[config.mk]
export PLATFORM = sky130hd
export DESIGN_NAME = usb_sync_nrzi_line_decoder_unit_flat
export DESIGN_NICKNAME = d
export VERILOG_FILES = /design/src/design/usnd_pkg.sv /design/src/design/usnd_if.sv /design/src/design/usnd_front.sv /design/src/design/usnd_back.sv /design/src/design/usb_sync_nrzi_line_decoder_unit.sv /design/src/flat_wrapper.sv
export SDC_FILE = /design/constraint.sdc
export NUM_CORES = 1
export LEC_CHECK = 0
export BUFFER_PORTS_ARGS = -buffer_cell sky130_fd_sc_hd__buf_4
export CORE_UTILIZATION = 51
export CTS_BUF_LIST = sky130_fd_sc_hd__clkbuf_8 sky130_fd_sc_hd__clkbuf_16
export DETAILED_ROUTE_END_ITERATION = 8
export PLACE_DENSITY = 0.76
export SYNTH_ARGS = -nofsm -noshare
export SYNTH_HDL_FRONTEND = slang
export SYNTH_SLANG_ARGS = --single-unit
[constraint.sdc]
create_clock -name clock -period 2.33 [get_ports clock]
set_input_delay 0.3495 -clock clock [delete_from_list [all_inputs] [get_ports clock]]
set_output_delay 0.3495 -clock clock [all_outputs]
set_load 0.01 [all_outputs]
[src/design/usnd_pkg.sv]
// ----------------------------------------------------------------------------
// usnd_pkg
// Shared types and constants for the USB sync detect and NRZI line decoder.
// ----------------------------------------------------------------------------
package usnd_pkg;

   // field widths
   localparam int INDEX_W    = 16;
   localparam int PATTERN_W  = 16;
   localparam int CSR_ADDR_W = 8;
   localparam int CSR_DATA_W = 16;

   // register indexes
   localparam logic [CSR_ADDR_W-1:0] CSR_SYNC_PATTERN  = 8'd0;
   localparam logic [CSR_ADDR_W-1:0] CSR_DEBUG_CAPTURE = 8'd1;

   // register reset values
   localparam logic [PATTERN_W-1:0] SYNC_PATTERN_RESET = 16'd22937;

   // decoder phase
   typedef enum logic [1:0] {
      PHASE_WAIT    = 2'd0,
      PHASE_SYNC    = 2'd1,
      PHASE_ANALYZE = 2'd2,
      PHASE_CAPTURE = 2'd3
   } phase_type;

   // classified line symbol
   typedef struct packed {
      logic dplus;
      logic dminus;
      logic se0;
   } sym_type;

   // queue head as seen by the back end
   typedef struct packed {
      logic    valid;
      sym_type sym;
   } head_type;

endpackage

[src/design/usnd_if.sv]
// ----------------------------------------------------------------------------
// usnd_if
// Handshake channels: line symbol beats, decoder result beats, register writes.
// ----------------------------------------------------------------------------
interface usnd_req_if;
   logic valid;
   logic ready;
   logic dplus;
   logic dminus;

   modport source (output valid, output dplus, output dminus, input ready);
   modport sink   (input valid, input dplus, input dminus, output ready);
endinterface

interface usnd_rsp_if;
   logic        valid;
   logic        ready;
   logic [1:0]  phase;
   logic        bit_valid;
   logic        bit_value;
   logic [15:0] bit_index;
   logic        raw_valid;
   logic        raw_dplus;
   logic        raw_dminus;
   logic        sync_detected;
   logic        end_of_packet;
   logic        overflow;
   logic        stopped;

   modport source (output valid, output phase, output bit_valid, output bit_value,
                   output bit_index, output raw_valid, output raw_dplus,
                   output raw_dminus, output sync_detected, output end_of_packet,
                   output overflow, output stopped, input ready);
   modport sink   (input valid, input phase, input bit_valid, input bit_value,
                   input bit_index, input raw_valid, input raw_dplus,
                   input raw_dminus, input sync_detected, input end_of_packet,
                   input overflow, input stopped, output ready);
endinterface

interface usnd_csr_if;
   logic        valid;
   logic        ready;
   logic [7:0]  index;
   logic [15:0] data;

   modport source (output valid, output index, output data, input ready);
   modport sink   (input valid, input index, input data, output ready);
endinterface

[src/design/usnd_front.sv]
// ----------------------------------------------------------------------------
// usnd_front
// Accepts line symbol beats, classifies them and holds them in a two-entry queue.
// ----------------------------------------------------------------------------
module usnd_front
   import usnd_pkg::*;
(
   input  logic       clock,
   input  logic       reset,
   usnd_req_if.sink   req_bus,
   output head_type   head,
   input  logic       pop
);

   sym_type    mem_ff [2];
   logic       wr_ptr_ff, wr_ptr_in;
   logic       rd_ptr_ff, rd_ptr_in;
   logic [1:0] count_ff, count_in;
   logic       push;
   logic       do_pop;
   sym_type    sym_cls;

   // classify the incoming symbol
   always_comb begin
      sym_cls.dplus  = req_bus.dplus;
      sym_cls.dminus = req_bus.dminus;
      sym_cls.se0    = ~req_bus.dplus & ~req_bus.dminus;
   end

   assign req_bus.ready = (count_ff != 2'd2);
   assign push          = req_bus.valid & req_bus.ready;
   assign do_pop        = pop & (count_ff != 2'd0);

   assign head.valid = (count_ff != 2'd0);
   assign head.sym   = mem_ff[rd_ptr_ff];

   // pointer and fill count
   always_comb begin
      wr_ptr_in = wr_ptr_ff ^ push;
      rd_ptr_in = rd_ptr_ff ^ do_pop;
      count_in  = count_ff + {1'b0, push} - {1'b0, do_pop};
   end

   always_ff @(posedge clock) begin
      if (reset) begin
         wr_ptr_ff <= 1'b0;
         rd_ptr_ff <= 1'b0;
         count_ff  <= 2'd0;
      end else begin
         wr_ptr_ff <= wr_ptr_in;
         rd_ptr_ff <= rd_ptr_in;
         count_ff  <= count_in;
      end
   end

   // queue storage
   always_ff @(posedge clock) begin
      if (push) begin
         mem_ff[wr_ptr_ff] <= sym_cls;
      end
   end

endmodule

[src/design/usnd_back.sv]
// ----------------------------------------------------------------------------
// usnd_back
// Decoder state machine: sync search, NRZI decode, raw capture, result register.
// ----------------------------------------------------------------------------
module usnd_back
   import usnd_pkg::*;
#(
   parameter int MAX_BITS      = 1024,
   parameter int CAPTURE_LIMIT = 256
)
(
   input  logic                 clock,
   input  logic                 reset,
   input  head_type             head,
   output logic                 pop,
   input  logic [PATTERN_W-1:0] sync_pattern,
   input  logic                 debug_capture,
   usnd_rsp_if.source           rsp_bus
);

   localparam int DW = $clog2(MAX_BITS + 1);
   localparam int CW = $clog2(CAPTURE_LIMIT + 1);
   localparam logic [DW-1:0] MAX_BITS_W      = DW'(MAX_BITS);
   localparam logic [CW-1:0] CAPTURE_LIMIT_W = CW'(CAPTURE_LIMIT);

   phase_type           phase_ff, phase_in;
   logic [PATTERN_W-1:0] window_ff, window_in;
   logic [1:0]          prev_ff, prev_in;
   logic [DW-1:0]       dec_ff, dec_in;
   logic [CW-1:0]       cap_ff, cap_in;
   logic                halted_ff, halted_in;
   logic                load;
   logic [1:0]          sym;
   logic [PATTERN_W-1:0] shifted;

   // result register
   logic               valid_ff;
   logic [1:0]         phase_out_ff;
   logic               bit_valid_ff, bit_valid_in;
   logic               bit_value_ff, bit_value_in;
   logic [INDEX_W-1:0] bit_index_ff, bit_index_in;
   logic               raw_valid_ff, raw_valid_in;
   logic               raw_dplus_ff, raw_dplus_in;
   logic               raw_dminus_ff, raw_dminus_in;
   logic               sync_ff, sync_in;
   logic               eop_ff, eop_in;
   logic               ovf_ff, ovf_in;
   logic               stopped_ff;

   assign load    = head.valid & (~valid_ff | rsp_bus.ready);
   assign pop     = load;
   assign sym     = {head.sym.dminus, head.sym.dplus};
   assign shifted = {sym, window_ff[PATTERN_W-1:2]};

   // next state and result fields
   always_comb begin
      phase_in      = phase_ff;
      window_in     = window_ff;
      prev_in       = prev_ff;
      dec_in        = dec_ff;
      cap_in        = cap_ff;
      halted_in     = halted_ff;
      bit_valid_in  = 1'b0;
      bit_value_in  = 1'b0;
      bit_index_in  = '0;
      raw_valid_in  = 1'b0;
      raw_dplus_in  = 1'b0;
      raw_dminus_in = 1'b0;
      sync_in       = 1'b0;
      eop_in        = 1'b0;
      ovf_in        = 1'b0;
      if (!halted_ff) begin
         unique case (phase_ff)
            PHASE_WAIT: begin
               if (head.sym.dplus) begin
                  window_in = shifted;
                  phase_in  = PHASE_SYNC;
               end
            end
            PHASE_SYNC: begin
               window_in = shifted;
               if (shifted == sync_pattern) begin
                  sync_in  = 1'b1;
                  prev_in  = sym;
                  phase_in = debug_capture ? PHASE_CAPTURE : PHASE_ANALYZE;
               end
            end
            PHASE_ANALYZE: begin
               if (head.sym.se0) begin
                  eop_in    = 1'b1;
                  halted_in = 1'b1;
                  phase_in  = PHASE_WAIT;
               end else begin
                  if (dec_ff < MAX_BITS_W) begin
                     bit_valid_in = 1'b1;
                     bit_value_in = (sym == prev_ff);
                     bit_index_in = INDEX_W'(dec_ff);
                     dec_in       = dec_ff + DW'(1);
                  end else begin
                     ovf_in    = 1'b1;
                     halted_in = 1'b1;
                  end
                  prev_in = sym;
               end
            end
            PHASE_CAPTURE: begin
               raw_valid_in  = 1'b1;
               raw_dplus_in  = head.sym.dplus;
               raw_dminus_in = head.sym.dminus;
               cap_in        = cap_ff + CW'(1);
               if (cap_in >= CAPTURE_LIMIT_W) begin
                  eop_in    = head.sym.se0;
                  halted_in = 1'b1;
                  phase_in  = PHASE_WAIT;
               end
            end
            default: begin
               phase_in = phase_ff;
            end
         endcase
      end
   end

   // decoder state
   always_ff @(posedge clock) begin
      if (reset) begin
         phase_ff  <= PHASE_WAIT;
         window_ff <= '0;
         prev_ff   <= '0;
         dec_ff    <= '0;
         cap_ff    <= '0;
         halted_ff <= 1'b0;
      end else if (load) begin
         phase_ff  <= phase_in;
         window_ff <= window_in;
         prev_ff   <= prev_in;
         dec_ff    <= dec_in;
         cap_ff    <= cap_in;
         halted_ff <= halted_in;
      end
   end

   // result beat valid
   always_ff @(posedge clock) begin
      if (reset) begin
         valid_ff <= 1'b0;
      end else if (load) begin
         valid_ff <= 1'b1;
      end else if (rsp_bus.ready) begin
         valid_ff <= 1'b0;
      end
   end

   // result payload
   always_ff @(posedge clock) begin
      if (load) begin
         phase_out_ff  <= phase_in;
         bit_valid_ff  <= bit_valid_in;
         bit_value_ff  <= bit_value_in;
         bit_index_ff  <= bit_index_in;
         raw_valid_ff  <= raw_valid_in;
         raw_dplus_ff  <= raw_dplus_in;
         raw_dminus_ff <= raw_dminus_in;
         sync_ff       <= sync_in;
         eop_ff        <= eop_in;
         ovf_ff        <= ovf_in;
         stopped_ff    <= halted_in;
      end
   end

   assign rsp_bus.valid         = valid_ff;
   assign rsp_bus.phase         = phase_out_ff;
   assign rsp_bus.bit_valid     = bit_valid_ff;
   assign rsp_bus.bit_value     = bit_value_ff;
   assign rsp_bus.bit_index     = bit_index_ff;
   assign rsp_bus.raw_valid     = raw_valid_ff;
   assign rsp_bus.raw_dplus     = raw_dplus_ff;
   assign rsp_bus.raw_dminus    = raw_dminus_ff;
   assign rsp_bus.sync_detected = sync_ff;
   assign rsp_bus.end_of_packet = eop_ff;
   assign rsp_bus.overflow      = ovf_ff;
   assign rsp_bus.stopped       = stopped_ff;

endmodule

[src/design/usb_sync_nrzi_line_decoder_unit.sv]
// ----------------------------------------------------------------------------
// usb_sync_nrzi_line_decoder_unit
// USB line decoder: sync pattern detect, NRZI decode or raw debug capture.
// ----------------------------------------------------------------------------
// Usage:
//   req_bus carries one sampled D+/D- symbol per beat; rsp_bus returns exactly
//   one result beat per symbol, in order. csr_bus writes register 0 (sync
//   pattern, oldest symbol in the low bits) and register 1 (debug capture);
//   other indexes are ignored. csr_bus is always ready and writes are meant
//   for idle periods only.
//   A symbol beat passes through the front queue storage and then the result
//   register, which the decoder loads. Throughput is one symbol per cycle
//   while the receiver does not stall, as the decoder updates its state for
//   each symbol before the next one.
//   When the receiver stalls, the result register holds its beat and the
//   two-entry front queue absorbs further symbols; req_bus.ready falls once
//   the queue is full.
//   Reset clears the queue, the decoder state and the registers to their
//   reset values. After a stop the block reports stopped on every beat until
//   reset.
// ----------------------------------------------------------------------------
module usb_sync_nrzi_line_decoder_unit
   import usnd_pkg::*;
#(
   parameter int MAX_BITS      = 1024,
   parameter int CAPTURE_LIMIT = 256
)
(
   input  logic       clock,
   input  logic       reset,
   usnd_req_if.sink   req_bus,
   usnd_rsp_if.source rsp_bus,
   usnd_csr_if.sink   csr_bus
);

   logic [PATTERN_W-1:0] sync_pattern_ff;
   logic                 debug_capture_ff;
   head_type             head;
   logic                 pop;

   // register writes
   assign csr_bus.ready = 1'b1;

   always_ff @(posedge clock) begin
      if (reset) begin
         sync_pattern_ff  <= SYNC_PATTERN_RESET;
         debug_capture_ff <= 1'b0;
      end else if (csr_bus.valid) begin
         unique case (csr_bus.index)
            CSR_SYNC_PATTERN:  sync_pattern_ff  <= csr_bus.data[PATTERN_W-1:0];
            CSR_DEBUG_CAPTURE: debug_capture_ff <= csr_bus.data[0];
            default: begin
               sync_pattern_ff <= sync_pattern_ff;
            end
         endcase
      end
   end

   // symbol queue
   usnd_front u_front (
      .clock   (clock),
      .reset   (reset),
      .req_bus (req_bus),
      .head    (head),
      .pop     (pop)
   );

   // decoder
   usnd_back #(
      .MAX_BITS      (MAX_BITS),
      .CAPTURE_LIMIT (CAPTURE_LIMIT)
   ) u_back (
      .clock         (clock),
      .reset         (reset),
      .head          (head),
      .pop           (pop),
      .sync_pattern  (sync_pattern_ff),
      .debug_capture (debug_capture_ff),
      .rsp_bus       (rsp_bus)
   );

endmodule
[src/flat_wrapper.sv]
// flat-port wrapper written by rule: the top's interface ports become plain ports
module usb_sync_nrzi_line_decoder_unit_flat import usnd_pkg::*;
#(
   parameter int MAX_BITS      = 1024,
   parameter int CAPTURE_LIMIT = 256
)
  (clock, reset, req_bus_valid, req_bus_dplus, req_bus_dminus, req_bus_ready, rsp_bus_valid, rsp_bus_phase, rsp_bus_bit_valid, rsp_bus_bit_value, rsp_bus_bit_index, rsp_bus_raw_valid, rsp_bus_raw_dplus, rsp_bus_raw_dminus, rsp_bus_sync_detected, rsp_bus_end_of_packet, rsp_bus_overflow, rsp_bus_stopped, rsp_bus_ready, csr_bus_valid, csr_bus_index, csr_bus_data, csr_bus_ready);
  usnd_req_if req_bus_i ();
  usnd_rsp_if rsp_bus_i ();
  usnd_csr_if csr_bus_i ();
  input  logic clock;
  input  logic reset;
  input wire logic [$bits(req_bus_i.valid)-1:0] req_bus_valid;
  input wire logic [$bits(req_bus_i.dplus)-1:0] req_bus_dplus;
  input wire logic [$bits(req_bus_i.dminus)-1:0] req_bus_dminus;
  output wire logic [$bits(req_bus_i.ready)-1:0] req_bus_ready;
  output wire logic [$bits(rsp_bus_i.valid)-1:0] rsp_bus_valid;
  output wire logic [$bits(rsp_bus_i.phase)-1:0] rsp_bus_phase;
  output wire logic [$bits(rsp_bus_i.bit_valid)-1:0] rsp_bus_bit_valid;
  output wire logic [$bits(rsp_bus_i.bit_value)-1:0] rsp_bus_bit_value;
  output wire logic [$bits(rsp_bus_i.bit_index)-1:0] rsp_bus_bit_index;
  output wire logic [$bits(rsp_bus_i.raw_valid)-1:0] rsp_bus_raw_valid;
  output wire logic [$bits(rsp_bus_i.raw_dplus)-1:0] rsp_bus_raw_dplus;
  output wire logic [$bits(rsp_bus_i.raw_dminus)-1:0] rsp_bus_raw_dminus;
  output wire logic [$bits(rsp_bus_i.sync_detected)-1:0] rsp_bus_sync_detected;
  output wire logic [$bits(rsp_bus_i.end_of_packet)-1:0] rsp_bus_end_of_packet;
  output wire logic [$bits(rsp_bus_i.overflow)-1:0] rsp_bus_overflow;
  output wire logic [$bits(rsp_bus_i.stopped)-1:0] rsp_bus_stopped;
  input wire logic [$bits(rsp_bus_i.ready)-1:0] rsp_bus_ready;
  input wire logic [$bits(csr_bus_i.valid)-1:0] csr_bus_valid;
  input wire logic [$bits(csr_bus_i.index)-1:0] csr_bus_index;
  input wire logic [$bits(csr_bus_i.data)-1:0] csr_bus_data;
  output wire logic [$bits(csr_bus_i.ready)-1:0] csr_bus_ready;
  assign req_bus_i.valid = req_bus_valid;
  assign req_bus_i.dplus = req_bus_dplus;
  assign req_bus_i.dminus = req_bus_dminus;
  assign req_bus_ready = req_bus_i.ready;
  assign rsp_bus_valid = rsp_bus_i.valid;
  assign rsp_bus_phase = rsp_bus_i.phase;
  assign rsp_bus_bit_valid = rsp_bus_i.bit_valid;
  assign rsp_bus_bit_value = rsp_bus_i.bit_value;
  assign rsp_bus_bit_index = rsp_bus_i.bit_index;
  assign rsp_bus_raw_valid = rsp_bus_i.raw_valid;
  assign rsp_bus_raw_dplus = rsp_bus_i.raw_dplus;
  assign rsp_bus_raw_dminus = rsp_bus_i.raw_dminus;
  assign rsp_bus_sync_detected = rsp_bus_i.sync_detected;
  assign rsp_bus_end_of_packet = rsp_bus_i.end_of_packet;
  assign rsp_bus_overflow = rsp_bus_i.overflow;
  assign rsp_bus_stopped = rsp_bus_i.stopped;
  assign rsp_bus_i.ready = rsp_bus_ready;
  assign csr_bus_i.valid = csr_bus_valid;
  assign csr_bus_i.index = csr_bus_index;
  assign csr_bus_i.data = csr_bus_data;
  assign csr_bus_ready = csr_bus_i.ready;
  usb_sync_nrzi_line_decoder_unit #(.MAX_BITS(MAX_BITS), .CAPTURE_LIMIT(CAPTURE_LIMIT)) u_core (.clock(clock), .reset(reset), .req_bus(req_bus_i), .rsp_bus(rsp_bus_i), .csr_bus(csr_bus_i));
endmodule
Word-level counts from Yosys, hierarchy flattened
Memory sizes are Yosys's and may differ from the RTL's. A register that Yosys moved wholly into a read port is not among the register bits.
Cells that the tools add are included.
{"block": "totals", "memories": 1, "output_inout_bits": 30, "register_bits": 90, "input_bits": 31, "ramBits": 6, "elab_cells": 101}
{"block": "op_classes", "add_sub_neg": 4, "muxes": 28, "order_cmp": 2, "bitwise": 16, "reduce_logical": 16, "n_eq_ne": 10}
{"memory": "u_core.u_front.mem_ff", "depth": 2, "width": 3, "read_ports": 1, "rd_ports_with_merged_regs": 1, "wr": 1, "line_no": "usnd_front.sv:15", "rtl": "sym_type mem_ff [2];"}
{"op": "16-bit one-hot mux with 2 select lines", "n": 1}
{"op": "16-bit == test", "n": 1}
{"op": "16-bit two-way mux", "n": 1}
{"op": "1-bit two-way mux", "n": 15}
{"op": "2-bit two-way mux", "n": 7}
{"op": "11-bit by 1-bit adder with 11-bit output (second input constant)", "n": 1}
{"op": "11-bit < comparator (second input constant)", "n": 1}
{"op": "5-bit AND reduction", "n": 2}
{"op": "9-bit by 1-bit adder with 9-bit output (second input constant)", "n": 1}
{"op": "9-bit greater-or-equal comparator (second input constant)", "n": 1}
{"op": "1-bit NOT", "n": 9}
{"op": "8-bit by 1-bit == test with 1-bit output (second input constant)", "n": 1}
{"op": "8-bit logical NOT", "n": 1}
{"op": "2-bit inequality test (second input constant)", "n": 4}
{"op": "2-bit one-hot mux with 4 select lines", "n": 1}
{"op": "2-bit nonzero test", "n": 4}
{"op": "1-bit bitwise AND", "n": 4}
{"op": "2-bit == test (second input constant)", "n": 2}
{"op": "1-bit one-hot mux with 2 select lines", "n": 2}
{"op": "2-bit one-hot mux with 2 select lines", "n": 1}
{"op": "2-bit AND reduction", "n": 2}
{"op": "4-bit AND reduction", "n": 1}
{"op": "2-bit OR reduction", "n": 2}
{"op": "4-bit OR reduction", "n": 1}
{"op": "other kinds (9)", "n": 10}

Longest topological paths before layout
Gate-level depths: netlist (run 1).
{"block": "depth", "word_depth": 6, "ltp_mapped": 9, "mapped_depth_nobuf": 9}

Cells and area by module
A second synthesis (run 1) with hierarchy kept.
{"block": "hier_totals", "hier_cells": 383, "hier_area_um2": 4086.4}
{"module": "usnd_back", "cells_each": 267, "instances": 1, "area_each_um2": 2862.7, "seq_area_each_um2": 1461.4}
{"module": "usb_sync_nrzi_line_decoder_unit", "cells_each": 79, "instances": 1, "area_each_um2": 772.0, "seq_area_each_um2": 340.3}
{"module": "usnd_front", "cells_each": 37, "instances": 1, "area_each_um2": 451.7, "seq_area_each_um2": 260.2}

Worst setup path after synthesis (run 1)
Ideal clock, no wire load.
{"block": "synth_timing", "path_kind": "reg-to-reg", "startpoint": "reg u_core.u_front.count_ff[1]", "endpoint": "reg u_core.u_front.count_ff[1]", "stages_incl_launch_ff": 9, "path_buffers": 0, "path_slack_ps": 142, "setup_time_ps": 128, "t_required_ps": 2202, "synth_period_minus_slack_ps": 2188, "arrival_ps": 2060, "path_cell_list": "dfxtp_1 -> o21ai_0 -> inv_1 -> ha_1 -> inv_1 -> ha_1 -> xor2_1 -> xnor2_1 -> nor2_1"}
{"block": "synth_between", "elab_chain_len": 4, "elab_cells_between_ends": 7}
{"element": "start: declaration", "line_no": "usnd_front.sv:18", "rtl": "logic [1:0] count_ff, count_in;"}
{"element": "start signal: assignment", "line_no": "usnd_front.sv:52", "rtl": "count_ff <= count_in;"}
{"element": "2-bit nonzero test", "line_no": "usnd_front.sv:34", "rtl": "assign head.valid = (count_ff != 2'd0);"}
{"element": "1-bit bitwise AND", "line_no": "usnd_back.sv:50", "rtl": "assign load = head.valid & (~valid_ff | rsp_bus.ready);"}
{"element": "net u_core.pop", "line_no": "usb_sync_nrzi_line_decoder_unit.sv:39", "rtl": "logic pop;"}
{"element": "1-bit bitwise AND", "line_no": "usnd_front.sv:32", "rtl": "assign do_pop = pop & (count_ff != 2'd0);"}
{"element": "2-bit by 1-bit subtractor with 2-bit output", "line_no": "usnd_front.sv:41", "rtl": "count_in = count_ff + {1'b0, push} - {1'b0, do_pop};"}
The timed path passes the listed nets, and every way through them passes these cells.
A chain may end at the register's enable or synchronous reset.

Final worst setup path (run 1)
{"block": "layout_timing", "startpoint": "reg u_core.u_back.phase_ff[0]", "endpoint": "reg u_core.u_back.window_ff[8]"}
{"block": "layout_between", "elab_chain_len": 3, "elab_cells_between_ends": 6}
{"element": "start: declaration", "line_no": "usnd_back.sv:26", "rtl": "phase_type phase_ff, phase_in;"}
{"element": "start signal: assignment", "line_no": "usnd_back.sv:134", "rtl": "phase_ff <= phase_in;"}
{"element": "2-bit by 1-bit == test with 1-bit output / 2-bit logical NOT (equally long branches)", "line_no": "usnd_back.sv:73", "rtl": "unique case (phase_ff)"}
{"element": "2-bit nonzero test (no source line) / 2-bit inequality test (equally long branches)"}
{"element": "4-bit AND reduction (no source line)"}
{"element": "end signal: assignment", "line_no": "usnd_back.sv:135", "rtl": "window_ff <= window_in;"}
{"element": "end: declaration", "line_no": "usnd_back.sv:27", "rtl": "logic [PATTERN_W-1:0] window_ff, window_in;"}
Several ways; a longest one is shown, not always the timed one.

==> flow_metrics.env, run 1 <==
export IMPL_ys_seq_area_frac=0.522
export IMPL_gr_total_overflow=0
export IMPL_track_usage=0.197
export IMPL_combPwrFrac=0.241
export IMPL_insertion_delay_ns=0.35
export IMPL_cap_violations=0
export IMPL_multi_input_area_sq_mm=0.00176
export IMPL_switchingPower_mw=1.19
export IMPL_gp_congestion=0.936
export IMPL_yosysTopAreaCell="dfxtp_1"
export IMPL_die_x_microns=90.0
export IMPL_die_y_microns=90.0
export IMPL_outcome="completed"
export IMPL_fin_crit_ns=2.13
export IMPL_crit_chain="inv_1 > ha_1 > nand2_1 > nor3b_4 > o21a_1 > buf_4 > nand2_1 > a21oi_1"
export IMPL_cts_buffers=9
export IMPL_avgSynthCellArea_sq_um=10.1
export IMPL_cts_tree="done"
export IMPL_port_buffers=54
export IMPL_root_buffer="clkbuf_8"
export IMPL_detail_route_wl_per_cell_microns=13.9
export IMPL_row_count=31
export IMPL_ys_warnings_count=0
export IMPL_fin_skew_ns=0.00941
export IMPL_critPathMaxStageDelay_ns=0.48
export IMPL_ir_worst_vdd_v=0.000342
export IMPL_hold_violations=0
export IMPL_criticalPathCategory="reg2reg"
export IMPL_hold_buffers=0
export IMPL_fin_nets=493
export IMPL_drt_iter0_markers=144
export IMPL_clkSinkCount=89
export IMPL_synth_enable_flop_cells=28
export IMPL_drt_antenna_violating_nets=0
export IMPL_synthesis_instances=393
export IMPL_totalNegativeSetupSlack_ns=0
export IMPL_power_density_mw_per_mm2=872
export IMPL_clockBufferDepth=2
export IMPL_path_buf_inv=2
export IMPL_final_cell_area_sq_mm=0.00470
export IMPL_n_antenna_cell=0
export IMPL_synth_top_cells_by_area="dfxtp_1, edfxtp_1, mux2i_1"
export IMPL_syn_area_sq_mm=0.00395
export IMPL_drc=0
export IMPL_slew_headroom=0.664
export IMPL_core_area_sq_mm=0.00737
export IMPL_cp_max_fo=13
export IMPL_finalCritPeriodShare=0.913
export IMPL_cp_top_family="simple AND/OR/NAND/NOR gates"
export IMPL_fin_util=0.638
export IMPL_ioPinCount=61
export IMPL_grt_pass1_vias=2701
export IMPL_max_freq_mhz=470
export IMPL_post_route_worst_setup_slack_ns=0.203
export IMPL_cts_max_level=3
export IMPL_antenna_found_initial=0
export IMPL_vias=2891
export IMPL_start_util=0.536
export IMPL_startpoint_type="flip-flop"
export IMPL_ff_latch_area_sq_mm=0.00206
export IMPL_ys_async_sr_fraction=0
export IMPL_worst_path_most_repeated_cell="nand2_1"
export IMPL_drt_pass1_iterations=4
export IMPL_cts_setup_buffers=0
export IMPL_p_total_mw=4.10
export IMPL_pwr_share_clk=0.283
export IMPL_area_growth_syn_to_layout_pct=18.9
export IMPL_internal_power_mw=2.91
export IMPL_dp_slack_ns=0.0419
export IMPL_pwr_share_seq=0.477
export IMPL_layout_drive_gt1_share=0.193
export IMPL_synth_distinct_cells=44
export IMPL_ys_ff_latch=89
export IMPL_worstMarginPinSlew_ns=0.501
export IMPL_grt_setup_unrepaired="false"
export IMPL_grt_pass1_wl_microns=12700
export IMPL_cp_required_ns=2.61
export IMPL_nFillCells=604
export IMPL_dpl_instance_area_sq_mm=0.00447
export IMPL_cp_arrival_ns=2.41
export IMPL_setup_violations=0
export IMPL_holdCritPathClass="in2reg"
export IMPL_dpl_hpwl_microns=5530
export IMPL_p_leak_nw=1.83
export IMPL_end_kind="flip-flop"
export IMPL_crit_slowest_cell="dfxtp_1"
export IMPL_clkTransAtPathRegs_ns=0.09
export IMPL_ys_flop_type="dfxtp_1"
export IMPL_synth_top_area_frac=0.309
export IMPL_drt_total_wl_microns=7750
export IMPL_dieArea_sq_mm=0.00810
export IMPL_slew_viol_final=0
export IMPL_vias_per_cell=5.20
export IMPL_grt_max_degree=35
export IMPL_p_sw_frac=0.291
-- stage by stage --
stage	hold WS, ns	cells
final	0.193	556
after global routing	0.180	556
after CTS	0.181	556
after detailed placement	0.471	540
after global placement	0.457	540
after floorplan	0.448	398
-- cell families (layout without fill, tap and decap cells) --
kind of cell	after synthesis	in the layout	share of synthesized area
muxes	24	24	0.0678
and+or+nand+nor	152	152	0.184
xor gates and xnor gates	34	34	0.0754
other	2	7	0.00190
adders and majority gates	10	10	0.0317
DFF	89	89	0.522
buffers and inverters	34	93	0.0409
AOI/OAI and AO/OA	48	48	0.0763
-- layer usage --
layer / GRT usage / share of wire
met3: 0.0491 / 0.048
met4: 0.0981 / 0.026
met2: 0.321 / 0.48
met5: 0 / 0
met1: 0.243 / 0.45
-- synth_stat cells (all sizes together), types with 5 or more instances --
cell	number
a21oi	21
inv	12
nand2b	5
xor2	14
xnor2	20
nand3	6
or3	5
edfxtp	28
nand4	10
ha	10
mux2i	22
and2	11
nor2	46
buf	11
nand2	49
clkbuf	11
and3	6
o21ai	10
dfxtp	61
-- power by group through the flow --
stage	logic (mW)	registers [mW]	clock network, mW
6_report	0.987	1.95	1.16
5_1_grt	1.07	1.98	1.23
4_1_cts	0.967	1.95	1.17
3_5_place_dp	0.964	1.99	0
3_3_place_gp	0.942	1.98	0
2_1_floorplan	0.514	2.04	0
-- path summary, 6_finish.rpt --
check                                            from                                       end  slack, ns  cells after the start
max            u_core.u_back.phase_ff[0]$_SDFFE_PP0P_   u_core.u_back.window_ff[8]$_SDFFE_PP0P_       0.20                      8
max reg2reg    u_core.u_back.phase_ff[0]$_SDFFE_PP0P_   u_core.u_back.window_ff[8]$_SDFFE_PP0P_       0.20                      8
min                                    req_bus_dminus     u_core.u_front.mem_ff[1][1]$_DFFE_PP_       0.19                      1
min reg2reg  u_core.u_back.window_ff[10]$_SDFFE_PP0P_  u_core.u_back.window_ff[10]$_SDFFE_PP0P_       0.49                      2
-- cell usage in the layout, fill, tap and decap left out, drive strengths merged, types with 2 or more instances in the layout --
cell type and instances:
dfxtp 61, nand2b 5, inv 14, nand3 6, clkbuf 9, and2 11, nor4 2, nor2b 4
bufinv 2, o21ai 10, edfxtp 28, clkinv 3, and3 6, a21oi 21, a211oi 4, mux2i 22
nor3b 2, nor3 3, buf 65, o21a 2, nor2 46, a311oi 2, a31oi 2, xor2 14
nand3b 2, mux2 2, conb 7, o211a 2, nand2 49, xnor2 20, ha 10, nand4 10
or3 5
-- repair_timing --
action | CTS | global route
setup endpoints to repair | 0 | 16
hold endpoints to repair | 0 | 0
gates resized for setup | 0 | 4
-- worst register-to-register path, cell delays in order (launching register included) --
cell     delay (ns)
dfxtp_1        0.48
inv_1          0.14
ha_1           0.34
nand2_1        0.17
nor3b_4        0.31
o21a_1         0.21
buf_4          0.20
nand2_1        0.07
a21oi_1        0.13
-- state kept, by name, summed over array words and instances, names as in the netlist, 2 cells and up --
signal,flops
u_core.u_back.prev_ff,2
u_core.u_front.count_ff,2
u_core.u_back.phase_ff,2
u_core.sync_pattern_ff,16
u_core.u_back.rsp_bus.bit_index,11
u_core.u_front.mem_ff,6
u_core.u_back.window_ff,14
u_core.u_back.dec_ff,11
u_core.u_back.cap_ff,9
u_core.u_back.rsp_bus.phase,2
-- final cells by class --
cell class	count	area share
Clock buffer	9	0.0264
Clock inverter	7	0.0202
Inverter	12	0.00959
Multi-Input combinational cell	275	0.374
Sequential cell	89	0.439
Tap cell	99	0.0264
Timing Repair Buffer	65	0.104
No activity file was read; power rests on OpenSTA's default activity.
==> run 2: changes to the inputs <==
Settings changed: CTS_BUF_LIST sky130_fd_sc_hd__clkbuf_8 sky130_fd_sc_hd__clkbuf_16 to sky130_fd_sc_hd__clkbuf_4 sky130_fd_sc_hd__clkbuf_8 sky130_fd_sc_hd__clkbuf_16, CTS_CLUSTER_DIAMETER set to 50.
==> flow_metrics.env, run 2 (synthesis results as in run 1) <==
export IMPL_n_antenna_cell=0
export IMPL_layout_cells_most_common="buf_4"
export IMPL_ir_worst_vdd_v=0.000342
export IMPL_nFillCells=602
export IMPL_gp_congestion=0.936
export IMPL_vias=2888
export IMPL_reg_top3="u_core.sync_pattern_ff x16, u_core.u_back.window_ff x14"
export IMPL_die_x_microns=90.0
export IMPL_cp_required_ns=2.62
export IMPL_worst_path_most_repeated_cell="nand2_1"
export IMPL_place_inst=540
export IMPL_row_count=31
export IMPL_port_buffers=54
export IMPL_max_freq_mhz=469
export IMPL_crit_chain="inv_1 > ha_1 > nand2_1 > nor3b_4 > o21a_1 > buf_4 > nand2_1 > a21oi_1"
export IMPL_met3WireLength_microns=377
export IMPL_startpoint_type="flip-flop"
export IMPL_drc=0
export IMPL_grt_pass1_vias=2701
export IMPL_end_kind="flip-flop"
export IMPL_outcome="completed"
export IMPL_combPwrFrac=0.240
export IMPL_ff_latch_area_sq_mm=0.00206
export IMPL_cts_tree="done"
export IMPL_mostFrequentLayoutCells="buf_4, dfxtp_1, nand2_1"
export IMPL_cp_arrival_ns=2.42
export IMPL_fin_crit_ns=2.13
export IMPL_antenna_found_initial=0
export IMPL_criticalPathCategory="reg2reg"
export IMPL_cts_setup_buffers=0
export IMPL_drt_iter0_markers=149
export IMPL_hold_buffers=0
export IMPL_core_area_sq_mm=0.00737
export IMPL_drt_antenna_violating_nets=0
export IMPL_die_y_microns=90.0
export IMPL_start_util=0.536
export IMPL_multi_input_area_sq_mm=0.00176
export IMPL_pwr_share_clk=0.285
export IMPL_worstMarginPinSlew_ns=0.498
export IMPL_drt_total_wl_microns=7740
export IMPL_holdCritPathClass="in2reg"
export IMPL_grt_setup_unrepaired="false"
export IMPL_critPathMaxStageDelay_ns=0.49
export IMPL_totalNegativeSetupSlack_ns=0
export IMPL_routedLengthMet1_microns=3400
export IMPL_clkSinkCount=89
export IMPL_cap_violations=0
export IMPL_cp_max_fo=13
export IMPL_internal_power_mw=2.92
export IMPL_detail_route_wl_per_cell_microns=13.9
export IMPL_p_leak_nw=1.82
export IMPL_slew_viol_final=0
export IMPL_grt_pass1_wl_microns=12700
export IMPL_power_density_mw_per_mm2=875
export IMPL_cts_buffers=9
export IMPL_hold_violations=0
export IMPL_gr_total_overflow=0
export IMPL_drt_pass1_iterations=4
export IMPL_fin_skew_ns=0.00896
export IMPL_area_growth_syn_to_layout_pct=19.0
export IMPL_insertion_delay_ns=0.35
export IMPL_root_buffer="clkbuf_8"
export IMPL_largest_reg_flops=16
export IMPL_layout_drive_gt1_share=0.195
export IMPL_wl_met2_microns=3750
export IMPL_pwr_share_seq=0.475
export IMPL_finalCritPeriodShare=0.914
export IMPL_regMostFlops="u_core.sync_pattern_ff"
export IMPL_clockBufferDepth=2
export IMPL_slew_headroom=0.666
export IMPL_clkTransAtPathRegs_ns=0.09
export IMPL_p_sw_frac=0.289
export IMPL_switchingPower_mw=1.19
export IMPL_grt_max_degree=35
export IMPL_dieArea_sq_mm=0.00810
export IMPL_ioPinCount=61
export IMPL_top_layer_used="met4"
export IMPL_dpl_hpwl_microns=5530
export IMPL_fin_nets=493
export IMPL_cts_max_level=3
export IMPL_setup_violations=0
export IMPL_crit_slowest_cell="dfxtp_1"
export IMPL_track_usage=0.197
export IMPL_vias_per_cell=5.19
export IMPL_fin_cells=556
-- run 2: area by class of cell --
type / instances / area share
clock buffers: 10 / 0.0279
inverters: 12 / 0.00958
well taps: 99 / 0.0263
flip-flops and latches: 89 / 0.439
multi-input cells: 275 / 0.374
clock inverters: 6 / 0.0194
repair buffers: 65 / 0.104
-- run 2: path summary, 6_finish.rpt --
check,cells after the start,slack (ns),start,end
worst max register to register,8,0.20,u_core.u_back.phase_ff[0]$_SDFFE_PP0P_,u_core.u_back.window_ff[8]$_SDFFE_PP0P_
worst min-delay path,1,0.19,req_bus_dminus,u_core.u_front.mem_ff[1][1]$_DFFE_PP_
worst max-delay path,8,0.20,u_core.u_back.phase_ff[0]$_SDFFE_PP0P_,u_core.u_back.window_ff[8]$_SDFFE_PP0P_
worst min register to register,2,0.49,u_core.u_back.window_ff[10]$_SDFFE_PP0P_,u_core.u_back.window_ff[10]$_SDFFE_PP0P_
-- run 2: worst max-delay path: cells and delay by family (launching register included) --
| kind | cells | cell delay [ns] |
|---|---|---|
| AO/OA/AOI/OAI | 2 | 0.34 |
| adder cells (fa/ha/maj) | 1 | 0.34 |
| AND/OR/NAND/NOR | 3 | 0.55 |
| buffers and inverters | 2 | 0.34 |
| flip-flops | 1 | 0.49 |
-- run 2: what timing repair did --
item	in CTS	in global routing
hold endpoints to repair	0	0
endpoints found under the setup margin	0	16
gates resized for setup	0	4
-- run 2: power groups by stage --
| stage | combinational (mW) | sequential (mW) | clock, mW |
|---|---|---|---|
| after CTS | 0.967 | 1.95 | 1.19 |
| after global placement | 0.942 | 1.98 | 0 |
| final | 0.986 | 1.95 | 1.17 |
| after global routing | 1.07 | 1.98 | 1.25 |
| after detailed placement | 0.964 | 1.99 | 0 |
| after floorplan | 0.514 | 2.04 | 0 |
-- run 2: layer usage --
metal | GRT usage | up-vias
met2 | 0.321 | 85
met3 | 0.0491 | 17
met5 | 0 | -
met4 | 0.0981 | 0
met1 | 0.243 | 1335
li1 | - | 1451
-- run 2: stage by stage --
stage               worst slack, ns  hold slack [ns]  cell area, sq um  power [mW]   util
floorplan                     0.142            0.448              3970        2.55      -
global placement              0.183            0.457              4470        2.92  0.606
detailed placement           0.0419            0.471              4470        2.95  0.606
CTS                          0.0295            0.181              4690        4.11  0.636
global route                 0.0587            0.180              4700        4.30  0.638
finish                        0.199            0.192              4700        4.11  0.638
==> run 3: changes to the inputs <==
Settings changed: CORE_UTILIZATION 51 to 37, MAX_ROUTING_LAYER set to met4, PLACE_DENSITY 0.76 to not set.
==> flow_metrics.env, run 3 (synthesis results as in run 1) <==
export IMPL_end_kind="flip-flop"
export IMPL_cp_max_fo=4
export IMPL_area_growth_syn_to_layout_pct=20.8
export IMPL_row_count=37
export IMPL_grt_max_degree=36
export IMPL_dieArea_sq_mm=0.0111
export IMPL_ioPinCount=61
export IMPL_mostFrequentLayoutCells="buf_4, dfxtp_1, nand2_1"
export IMPL_totalNegativeSetupSlack_ns=0
export IMPL_cap_violations=0
export IMPL_cp_arrival_ns=2.36
export IMPL_fin_nets=496
export IMPL_layout_cells_most_common="buf_4"
export IMPL_slew_viol_final=0
export IMPL_die_x_microns=105
export IMPL_gp_congestion=0.879
export IMPL_drt_total_wl_microns=7930
export IMPL_start_util=0.383
export IMPL_cts_setup_buffers=0
export IMPL_p_leak_nw=1.84
export IMPL_clkTransAtPathRegs_ns=0.08
export IMPL_dpl_instance_area_sq_mm=0.00455
export IMPL_startpoint_type="flip-flop"
export IMPL_track_usage=0.156
export IMPL_vias=2813
export IMPL_hold_violations=0
export IMPL_slew_headroom=0.592
export IMPL_critPathMaxStageDelay_ns=0.52
export IMPL_drt_iter0_markers=149
export IMPL_gr_total_overflow=0
export IMPL_grt_pass1_wl_microns=13000
export IMPL_place_inst=580
export IMPL_crit_chain="mux2i_4 > xnor2_1 > nor4_4 > nand2_2 > a211oi_2 > mux2_1"
export IMPL_cts_tree="done"
export IMPL_cp_required_ns=2.57
export IMPL_setup_violations=0
export IMPL_port_buffers=54
export IMPL_dpl_hpwl_microns=5790
export IMPL_holdCritPathClass="in2reg"
export IMPL_ir_worst_vdd_v=0.000380
export IMPL_antenna_found_initial=0
export IMPL_fin_skew_ns=0.0115
export IMPL_core_area_sq_mm=0.0103
export IMPL_path_buf_inv=0
export IMPL_insertion_delay_ns=0.36
export IMPL_nFillCells=986
export IMPL_cts_resized_gates=0
export IMPL_clkSinkCount=89
export IMPL_drt_antenna_violating_nets=0
export IMPL_n_antenna_cell=0
export IMPL_worstMarginPinSlew_ns=0.603
export IMPL_root_buffer="clkbuf_8"
export IMPL_outcome="completed"
export IMPL_die_y_microns=105
export IMPL_grt_pass1_vias=2720
export IMPL_max_freq_mhz=472
export IMPL_cp_top_family="multiplexers"
export IMPL_final_cell_area_sq_mm=0.00477
export IMPL_reg_top3="u_core.sync_pattern_ff x16, u_core.u_back.window_ff x14"
export IMPL_hold_ws_ns=0.200
export IMPL_finalCritPeriodShare=0.909
export IMPL_power_density_mw_per_mm2=858
export IMPL_fin_crit_ns=2.12
export IMPL_vias_per_cell=4.72
export IMPL_cts_max_level=3
export IMPL_criticalPathCategory="reg2reg"
export IMPL_drt_pass1_iterations=4
export IMPL_cts_buffers=9
export IMPL_layout_drive_gt1_share=0.196
export IMPL_grt_setup_unrepaired="false"
export IMPL_clockBufferDepth=2
export IMPL_drc=0
export IMPL_regMostFlops="u_core.sync_pattern_ff"
export IMPL_largest_reg_flops=16
export IMPL_fin_cells=596
export IMPL_fin_util=0.462
export IMPL_hold_buffers=0
export IMPL_crit_slowest_cell="dfxtp_1"
export IMPL_detail_route_wl_per_cell_microns=13.3
-- run 3: cell count changes in the layout (fill, tap and decap cells not counted) --
cell,previous run,this run
dfxtp_2,1,0
nor3b_2,0,1
inv_4,0,1
buf_12,0,1
dfxtp_1,60,61
buf_4,65,67
clkinv_2,1,0
clkinv_1,0,1
o21ai_1,1,0
clkinv_4,2,1
o21ai_0,9,10
nor3b_4,1,0
clkbuf_4,1,2
inv_6,1,0
-- run 3: worst paths after layout --
kind	endpoint	slack [ns]	startpoint	cells after the start
max	u_core.u_back.prev_ff[0]$_SDFFE_PP0P_	0.21	u_core.u_front.rd_ptr_ff$_SDFF_PP0_	6
min	u_core.u_front.mem_ff[1][2]$_DFFE_PP_	0.20	req_bus_dplus	1
max reg2reg	u_core.u_back.prev_ff[0]$_SDFFE_PP0P_	0.21	u_core.u_front.rd_ptr_ff$_SDFF_PP0_	6
min reg2reg	u_core.u_back.window_ff[2]$_SDFFE_PP0P_	0.48	u_core.u_back.window_ff[2]$_SDFFE_PP0P_	2
-- run 3: layout make-up --
class,instances,area [sq um],share of cell area
clock buffers,11,139,0.0291
clock inverters,5,78.8,0.0165
inverters,12,45.0,0.00944
multi-input cells,275,1750,0.367
flip-flops and latches,89,2060,0.432
well taps,136,170,0.0357
repair buffers,68,523,0.110
-- run 3: power breakdown --
group | internal, mW | switching (mW) | leakage, nW
Combinational | 0.459 | 0.536 | 0.963
Clock | 0.628 | 0.528 | 0.112
Sequential | 1.85 | 0.0952 | 0.765
Total | 2.93 | 1.16 | 1.84
-- run 3: stage by stage --
step | power, mW | setup WS [ns]
floorplan | 2.55 | 0.142
global placement | 2.95 | 0.248
detailed placement | 2.98 | 0.210
CTS | 4.13 | 0.188
global route | 4.31 | 0.108
finish | 4.09 | 0.213
-- run 3: layer usage --
| layer | track usage | up-vias | part of all wire |
|---|---|---|---|
| li1 | - | 1456 | - |
| met1 | 0.190 | 1271 | 0.48 |
| met2 | 0.242 | 76 | 0.45 |
| met3 | 0.0445 | 10 | 0.049 |
| met4 | 0.0634 | 0 | 0.020 |
| met5 | - | - | 0 |
-- run 3: worst reg2reg max path, delay by kind of cell, from the launching register on --
kind,cells,cell delay [ns]
XOR/XNOR,1,0.12
multiplexers,2,0.64
AO/OA/AOI/OAI,1,0.30
AND/OR/NAND/NOR,2,0.43
flip-flops,1,0.52
